==> config.mk <==
export PLATFORM = sky130hd
export DESIGN_NAME = modular_multiplier
export DESIGN_NICKNAME = d
export VERILOG_FILES = /design/src/design/mm_pkg.sv /design/src/design/modular_multiplier.sv /design/src/design/mm_step.sv
export SDC_FILE = /design/constraint.sdc
export NUM_CORES = 1
export LEC_CHECK = 0
export BUFFER_PORTS_ARGS = -buffer_cell sky130_fd_sc_hd__buf_4
export CAP_MARGIN = 10
export CORE_MARGIN = 8
export CORE_UTILIZATION = 40
export DETAILED_ROUTE_END_ITERATION = 8
export HOLD_SLACK_MARGIN = 0.15
export MAX_ROUTING_LAYER = met4
export SYNTH_ARGS = -nofsm -noshare
export SYNTH_HDL_FRONTEND = slang
export SYNTH_SLANG_ARGS = --single-unit
export TNS_END_PERCENT = 50
==> constraint.sdc <==
create_clock -name clk -period 10.8 [get_ports clk]
set_input_delay 1.62 -clock clk [delete_from_list [all_inputs] [get_ports clk]]
set_output_delay 1.62 -clock clk [all_outputs]
set_load 0.02 [all_outputs]
==> src/design/mm_pkg.sv <==
// package for the modular multiplier: widths and sequencer states
`default_nettype none

package mm_pkg;

	localparam int WIDTH = 32;
	localparam int CNT_W = $clog2(WIDTH);

	typedef enum logic [1:0] {
		ST_IDLE,
		ST_REDUCE,
		ST_MULT
	} mm_state_t;

endpackage

`default_nettype wire

==> src/design/modular_multiplier.sv <==
// modular multiplier top level: sequencer, operand shift registers, result register
`default_nettype none

// A request is taken when start is high and busy is low. The block first reduces the
// multiplicand modulo the configured modulus, one bit per cycle, then forms the product
// by interleaved shift-add-reduce, one multiplier bit per cycle, both through the same
// serial step unit. After the last multiplier bit has been processed, done pulses
// for one cycle with the result; busy falls in that same cycle, so a new request may be
// issued while the result is shown. With a zero modulus the result comes in the cycle after
// the request, with product_mod 0 and modulus_zero set. The receiver cannot stall: the
// result must be captured in the cycle that done is high. The modulus resets to 1. The user
// must write it through cfg_we/cfg_wdata only while the block is idle; it is not enforced.

module modular_multiplier (
	input  wire logic                     clk,
	input  wire logic                     arst_n,
	input  wire logic                     start,
	output logic                          busy,
	input  wire logic [mm_pkg::WIDTH-1:0] multiplicand,
	input  wire logic [mm_pkg::WIDTH-1:0] multiplier,
	input  wire logic                     cfg_we,
	input  wire logic [mm_pkg::WIDTH-1:0] cfg_wdata,
	output logic                          done,
	output logic      [mm_pkg::WIDTH-1:0] product_mod,
	output logic                          modulus_zero
);
	import mm_pkg::*;

	mm_state_t        state_q;
	mm_state_t        state_d;
	logic [WIDTH-1:0] modulus_q;
	logic [WIDTH-1:0] a_q;
	logic [WIDTH-1:0] b_q;
	logic [WIDTH-1:0] rem_q;
	logic [CNT_W-1:0] cnt_q;
	logic             done_q;
	logic [WIDTH-1:0] product_q;
	logic             zero_q;

	logic             accept;
	logic             last;
	logic             step_shift_in;
	logic [WIDTH-1:0] step_addend;
	logic [WIDTH-1:0] rem_next;

	assign accept = start && (state_q == ST_IDLE);
	assign last   = (cnt_q == '0);

	mm_step u_step (
		.rem      (rem_q),
		.shift_in (step_shift_in),
		.addend   (step_addend),
		.n        (modulus_q),
		.rem_next (rem_next)
	);

	always_comb begin
		state_d       = state_q;
		busy          = 1'b1;
		step_shift_in = 1'b0;
		step_addend   = '0;
		case (state_q)
			ST_IDLE: begin
				busy = 1'b0;
				if (start && (modulus_q != '0)) begin
					state_d = ST_REDUCE;
				end
			end
			ST_REDUCE: begin
				step_shift_in = a_q[WIDTH-1];
				if (last) begin
					state_d = ST_MULT;
				end
			end
			ST_MULT: begin
				step_addend = b_q[WIDTH-1] ? a_q : '0;
				if (last) begin
					state_d = ST_IDLE;
				end
			end
			default: begin
				state_d = ST_IDLE;
			end
		endcase
	end

	always_ff @(posedge clk or negedge arst_n) begin
		if (!arst_n) begin
			state_q   <= ST_IDLE;
			modulus_q <= WIDTH'(1);
			cnt_q     <= '0;
			done_q    <= 1'b0;
		end else begin
			state_q <= state_d;
			done_q  <= 1'b0;
			if (cfg_we) begin
				modulus_q <= cfg_wdata;
			end
			case (state_q)
				ST_IDLE: begin
					cnt_q <= CNT_W'(WIDTH - 1);
					if (accept && (modulus_q == '0)) begin
						done_q <= 1'b1;
					end
				end
				ST_REDUCE: begin
					cnt_q <= last ? CNT_W'(WIDTH - 1) : cnt_q - 1'b1;
				end
				ST_MULT: begin
					cnt_q <= cnt_q - 1'b1;
					if (last) begin
						done_q <= 1'b1;
					end
				end
				default: begin
					cnt_q <= '0;
				end
			endcase
		end
	end

	// datapath registers
	always_ff @(posedge clk) begin
		case (state_q)
			ST_IDLE: begin
				a_q   <= multiplicand;
				b_q   <= multiplier;
				rem_q <= '0;
				if (accept) begin
					product_q <= '0;
					zero_q    <= (modulus_q == '0);
				end
			end
			ST_REDUCE: begin
				// reduced multiplicand replaces the shifted-out operand
				if (last) begin
					a_q   <= rem_next;
					rem_q <= '0;
				end else begin
					a_q   <= {a_q[WIDTH-2:0], 1'b0};
					rem_q <= rem_next;
				end
			end
			ST_MULT: begin
				b_q   <= {b_q[WIDTH-2:0], 1'b0};
				rem_q <= rem_next;
				if (last) begin
					product_q <= rem_next;
				end
			end
			default: begin
				rem_q <= '0;
			end
		endcase
	end

	assign done         = done_q;
	assign product_mod  = product_q;
	assign modulus_zero = zero_q;

endmodule

`default_nettype wire

==> src/design/mm_step.sv <==
// one serial step: shift the remainder left, add a digit, reduce modulo n
`default_nettype none

module mm_step (
	input  wire logic [mm_pkg::WIDTH-1:0] rem,
	input  wire logic                     shift_in,
	input  wire logic [mm_pkg::WIDTH-1:0] addend,
	input  wire logic [mm_pkg::WIDTH-1:0] n,
	output logic      [mm_pkg::WIDTH-1:0] rem_next
);
	import mm_pkg::*;

	logic [WIDTH+1:0] sum;
	logic [WIDTH+2:0] diff1;
	logic [WIDTH+2:0] diff2;

	// sum stays below 3n, so at most two subtractions of n are needed
	always_comb begin
		sum   = {1'b0, rem, shift_in} + {2'b00, addend};
		diff1 = {1'b0, sum} - {3'b000, n};
		diff2 = {1'b0, sum} - {2'b00, n, 1'b0};
		if (!diff2[WIDTH+2]) begin
			rem_next = diff2[WIDTH-1:0];
		end else if (!diff1[WIDTH+2]) begin
			rem_next = diff1[WIDTH-1:0];
		end else begin
			rem_next = sum[WIDTH-1:0];
		end
	end

endmodule

`default_nettype wire

==> results.yml, run 1 <==
logic_synthesis:
  synth_mux_area_share_pct: 5.31
  synthArstFlopShare_pct: 23.7
  yosysTopAreaCellShare_pct: 23.0
  synth-adder-area-share_pct: 10.6
  yosysUniqueCellTypes: 80
  synth_top_family_by_area: "compound AO/OA/AOI/OAI gates"
  synth-seq-cells: 169
  synth_edf_count: 97
  yosysTopAreaCell: "edfxtp_1"
  synth_ff_type: "edfxtp_1"
  postSynthAreaPerCell_um2: 9.03
  ys_seq_area_share_pct: 36.0
  syn_nets: 1607
  ys_warn_count: 0
  synthSimpleGateAreaFrac_pct: 17.0
  synth-compound-area-share_pct: 21.5
  syn_inst: 1402
  synthXorXnorAreaFrac_pct: 5.74
  syn_area_um2: 12700
  synth_area_leaders: "edfxtp_1, ha_1, dfrtp_1"
cts:
  clkTransAtPathRegs_ns: 0.07
  cts.htree.levels: 4
  postCtsSetupBuffers: 0
  postCtsHoldBufs: 0
  cts_tree: "built"
  cts_buffers: 17
  cts-root-buf: "clkbuf_16"
  clock_latency_ns: 0.44
  cts_resized: 0
  cts_buffer_depth: 2
  cts.sinks: 169
grt:
  antenna_found_initial: 1
  grt_max_degree: 64
  grt_pass1_vias: 11136
  grt-ovfl-total: 0
  grt_pass1_wl_um: 62500
  track_usage_pct: 21.8
status:
  status: "finished clean"
final_layout:
  final_cell_mix: "buf_4, a21oi_1, nor2_1, nand2_1, ha_1"
  layout_commonest_cell: "buf_4"
  antenna_cells: 0
  area_growth_pct: 15.3
  layout-drive-gt1-share_pct: 16.4
  nets: 1718
power_and_ir_drop:
  combinationalPowerShare_pct: 67.1
  ir_worst_vdd_mv: 0.208
  clockPowerShare_pct: 11.2
  intPower_w: 0.00271
  p_switching_w: 0.00266
  sw_frac_of_total_pct: 49.5
  powerDensity_nw_per_um2: 368
  p_seq_share_pct: 21.7
  total_leakage_power_nw: 6.42
detailed_routing:
  wl_um: 40700
  drt_first_pass_iters: 5
  antenna_left: 0
  routed_via_density: 5.75
  drc: 0
  vias: 11082
  drt_iter0_markers: 719
  wl_per_cell_um: 21.1
die:
  die-area_um2: 37600
  die_h_um: 194
  initial_utilization_pct: 40.3
  die-width_um: 194
  pin_count: 135
  rows: 65
  core-area_um2: 31400
timing:
  finalSetupViolations: 0
  slew_viol_final: 0
  hold_violations: 0
  min_period_ns: 6.94
  max_freq_mhz: 144
  timing.final.crit_share_pct: 64.3
  max-slew-margin-rel_pct: 53.4
  worst_pin_slew_ns: 0.695
  skew_ns: 0.0128
  hold_slack_ns: 0.542
  rsz0062_at_grt: "false"
  finalSetupTns_ns: 0
setup_path:
  crit_chain: "inv_1, ha_2, and3_1, ha_1, inv_1, fa_1, nor2b_1, o21ai_1, o211ai_1, a21oi_1, a21oi_1, a21o_1, a21oi_1, xnor2_1, ha_1, or2_2, a311oi_1, o21bai_1, a211oi_2, o21ai_1, a32oi_4, buf_4, o211ai_1, a31o_2"
  cp-start-kind: "flip-flop"
  cp_num_buf_inv: 3
  endpoint_kind: "flip-flop"
  cp_max_fo: 41
  cp_slowest_cell: "ha_2"
  critical_path_class: "reg2reg"
  critPathMaxStageDelay_ns: 0.54
  crit_family: "compound AO/OA/AOI/OAI gates"
  cp_common_cell: "a21oi_1"
  cp.arrival_ns: 7.13
  critPathRequiredTime_ns: 10.99
worst_hold_path:
  hold_class: "reg2reg"
place:
  hpwl_um: 31400
  place_congestion: 0.941
  port_buffers: 134
job:
  cap_viol_max_count: 0
-- per-layer routing --
metal | global-route usage (%) | part of all wire, % | up-vias
met5 | - | 0 | -
met4 | 8.68 | 3.5 | 0
met3 | 2.79 | 4.0 | 79
met2 | 39.0 | 51 | 336
met1 | 24.3 | 41 | 5277
li1 | - | - | 5390
-- logic make-up after synthesis --
kind of cell               after synthesis
AOI/OAI and AO/OA                      420
xor gates and xnor gates                83
adders and majority gates              105
buffers and inverters                  123
DFF                                    169
muxes                                   60
and+or+nand+nor                        442
-- power groups by stage --
stage / combinational, W / sequential [W] / clock (W)
floorplan: 0.00254 / 0.00120 / 0
global placement: 0.00356 / 0.00117 / 0
detailed placement: 0.00358 / 0.00118 / 0
CTS: 0.00360 / 0.00117 / 0.000607
global route: 0.00393 / 0.00119 / 0.000630
finish: 0.00361 / 0.00117 / 0.000602
-- synthesized netlist by cell type (32+ instances only) --
library cell and number:
a21o_1 37, a21oi_1 132, and3_1 49, clkbuf_1 44, dfrtp_1 39, dfxtp_1 32
edfxtp_1 97, ha_1 102, inv_1 67, mux2_2 41, nand2_1 111, nor2_1 123
o21ai_0 94, xnor2_1 50, xor2_1 33
-- state kept, by name (all words and copies together), names as in the netlist --
name,cells
b_q,32
modulus_q,32
state_q,2
a_q,32
rem_q,32
done,1
modulus_zero,1
product_mod,32
cnt_q,5
-- final cells by class --
| class | instances | area, um^2 |
|---|---|---|
| Sequential cell | 169 | 4560 |
| Fill cell | 3135 | 16800 |
| Tap cell | 402 | 503 |
| Clock inverter | 13 | 120 |
| Timing Repair Buffer | 148 | 1110 |
| Multi-Input combinational cell | 1110 | 7620 |
| Inverter | 67 | 251 |
| Clock buffer | 19 | 433 |
-- final timing paths --
path                            startpoint       endpoint  slack [ns]  depth (start not counted)
max in group asynchronous           arst_n  modulus_q[26]        9.22                          1
worst max register to register  state_q[0]        a_q[12]        3.86                         24
min in group asynchronous           arst_n   modulus_q[8]        1.18                          1
worst max-delay path            state_q[0]        a_q[12]        3.86                         24
worst min-delay path                b_q[5]         b_q[6]        0.54                          1
worst min register to register      b_q[5]         b_q[6]        0.54                          1
-- stage by stage --
stage                     util, %  instances  area [um^2]  worst slack [ns]  power, W
after floorplan                 -       1402        12700              4.88   0.00374
after global placement       44.7       1896        14000              4.03   0.00473
after detailed placement     44.7       1896        14000              3.99   0.00475
after CTS                    46.5       1928        14600              3.98   0.00537
after global routing         46.5       1928        14600              3.38   0.00575
final                        46.5       1928        14600              3.86   0.00537
Note: power is estimated with default switching activity, not from simulation.
==> run 2: changes to the inputs <==
- clock period: 10.8 -> 5.87 ns (I/O delays scaled with it)
==> run 2 against run 1 <==
Effect of this change:
- worst hold slack worse by 0.12 ns
- total power up 110%
- critical path depth is 2 higher
- via count grew 4.6%
- critical endpoint is now a_q[21]
==> results.yml, run 2 (same netlist as run 1, synthesis figures left out) <==
status:
  status: "finished clean"
cts:
  clock_latency_ns: 0.45
  cts_tree: "built"
  cts.htree.levels: 4
  cts.sinks: 169
  cts-root-buf: "clkbuf_16"
  cts_buffers: 17
  cts_buffer_depth: 2
  clkTransAtPathRegs_ns: 0.08
setup_path:
  r2r-start: "state_q[0]"
  cp_common_cell: "buf_4"
  endpoint_kind: "flip-flop"
  rrSetupSlack_ns: 0.18
  cp_max_fo: 12
  cp-start-kind: "flip-flop"
  worstReg2RegEnd: "a_q[21]"
  critPathRequiredTime_ns: 6.04
  cp_slowest_cell: "dfrtp_1"
  cp_num_buf_inv: 7
  reg2reg_depth: 26
  critPathMaxStageDelay_ns: 0.40
  cp.arrival_ns: 5.86
  critical_path_class: "reg2reg"
  crit_path_start: "state_q[0]"
  crit_family: "compound AO/OA/AOI/OAI gates"
detailed_routing:
  drc: 0
  antenna_left: 0
  vias: 11595
  wl_per_cell_um: 20.9
  drt_first_pass_iters: 5
  routed_via_density: 5.67
  drt_iter0_markers: 615
  wl_um: 42700
die:
  rows: 65
  pin_count: 135
  core-area_um2: 31400
  die_h_um: 194
  die-width_um: 194
  initial_utilization_pct: 40.3
  die-area_um2: 37600
timing:
  slew_viol_final: 0
  worst_pin_slew_ns: 0.787
  fin_ws_ns: 0.183
  max_freq_mhz: 176
  hold_slack_ns: 0.419
  skew_ns: 0.00992
  min_period_ns: 5.69
  hold_violations: 0
  timing.final.crit_share_pct: 96.9
  finalSetupViolations: 0
  max-slew-margin-rel_pct: 47.5
place:
  dp_cells: 1991
  place_congestion: 0.970
  hpwl_um: 32300
  port_buffers: 134
  dpl_worst_slack_ns: -0.125
final_layout:
  layout_commonest_cell: "buf_4"
  final_cell_mix: "buf_4, a21oi_1, nor2_1, nand2_1, edfxtp_1"
  area_growth_pct: 26.3
  antenna_cells: 0
  nets: 1835
  layout-drive-gt1-share_pct: 26.2
  multiInputGateArea_um2: 8020
  fillers: 3009
  finalNonFillerCells: 2045
  seqCellArea_um2: 4560
grt:
  grt-ovfl-total: 0
  grt_pass1_wl_um: 64600
  grtUsageMet2_pct: 40.3
  grt_pass1_vias: 11476
  track_usage_pct: 22.4
  grt_max_degree: 64
  met1_usage_pct: 25.7
  antenna_found_initial: 1
  grt.busiest_layer: "met2"
  grt_use_met3_pct: 2.71
worst_hold_path:
  hold_class: "in2async"
power_and_ir_drop:
  clockPowerShare_pct: 10.6
  combinationalPowerShare_pct: 70.2
  intPower_w: 0.00598
  total_leakage_power_nw: 7.16
  fin_total_pwr_w: 0.0113
  p_switching_w: 0.00528
  p_seq_share_pct: 19.2
  ir_worst_vdd_mv: 0.328
  powerDensity_nw_per_um2: 705
  sw_frac_of_total_pct: 46.9
job:
  cap_viol_max_count: 0
-- run 2: cell types whose count changed in the layout (fill, tap and decap cells not counted), moves of 8 or more --
cell / previous run / this run
buf_4: 148 / 255
ha_1: 101 / 91
a21oi_1: 131 / 122
ha_4: 0 / 8
a21oi_2: 0 / 9
-- run 2: area by class of cell --
class | instances | share of cell area [%]
inverter | 67 | 1.57
clock inverter | 13 | 0.978
tap | 402 | 3.15
multi-input combinational | 1111 | 50.2
sequential | 169 | 28.5
timing repair buffer | 264 | 12.9
clock buffer | 19 | 2.77
-- run 2: how the worst max path moves through the flow --
stage                 endpoint  slack [ns]  cells after the start
6_report               a_q[21]        0.18                     26
5_1_grt                a_q[18]       -0.07                     30
4_1_cts                a_q[10]       0.009                     27
3_5_place_dp   product_mod[29]       -0.12                     26
3_3_place_gp    product_mod[4]       -0.21                     26
2_1_floorplan  product_mod[16]        0.03                     30
-- run 2: power groups by stage --
stage	Clock, W	Combinational (W)	Sequential (W)
2_1_floorplan	0	0.00467	0.00221
3_3_place_gp	0	0.00732	0.00217
3_5_place_dp	0	0.00736	0.00218
4_1_cts	0.00121	0.00745	0.00216
5_1_grt	0.00126	0.00855	0.00220
6_report	0.00120	0.00791	0.00216
-- run 2: layer usage --
metal / vias up / share of wire [%]
met5: - / 0
met4: 0 / 3.0
met3: 77 / 3.3
met2: 298 / 52
met1: 5604 / 42
li1: 5616 / -
-- run 2: stage by stage --
stage | cell area, um^2 | TNS, ns | util (%)
6_report | 16000 | 0 | 50.9
5_1_grt | 16000 | -0.377 | 50.9
2_1_floorplan | 12700 | 0 | -
4_1_cts | 15400 | 0 | 49.1
3_5_place_dp | 14800 | -1.22 | 47.1
3_3_place_gp | 14800 | -3.32 | 47.1
-- run 2: repair_timing --
action / 4_1_cts / 5_1_grt
setup endpoints to repair: 48 / 96
cloned: 0 / 3
buffers inserted: 5 / 15
gates resized for setup: 1 / 77
hold buffers: 0 / 0
pin swaps: 2 / 36
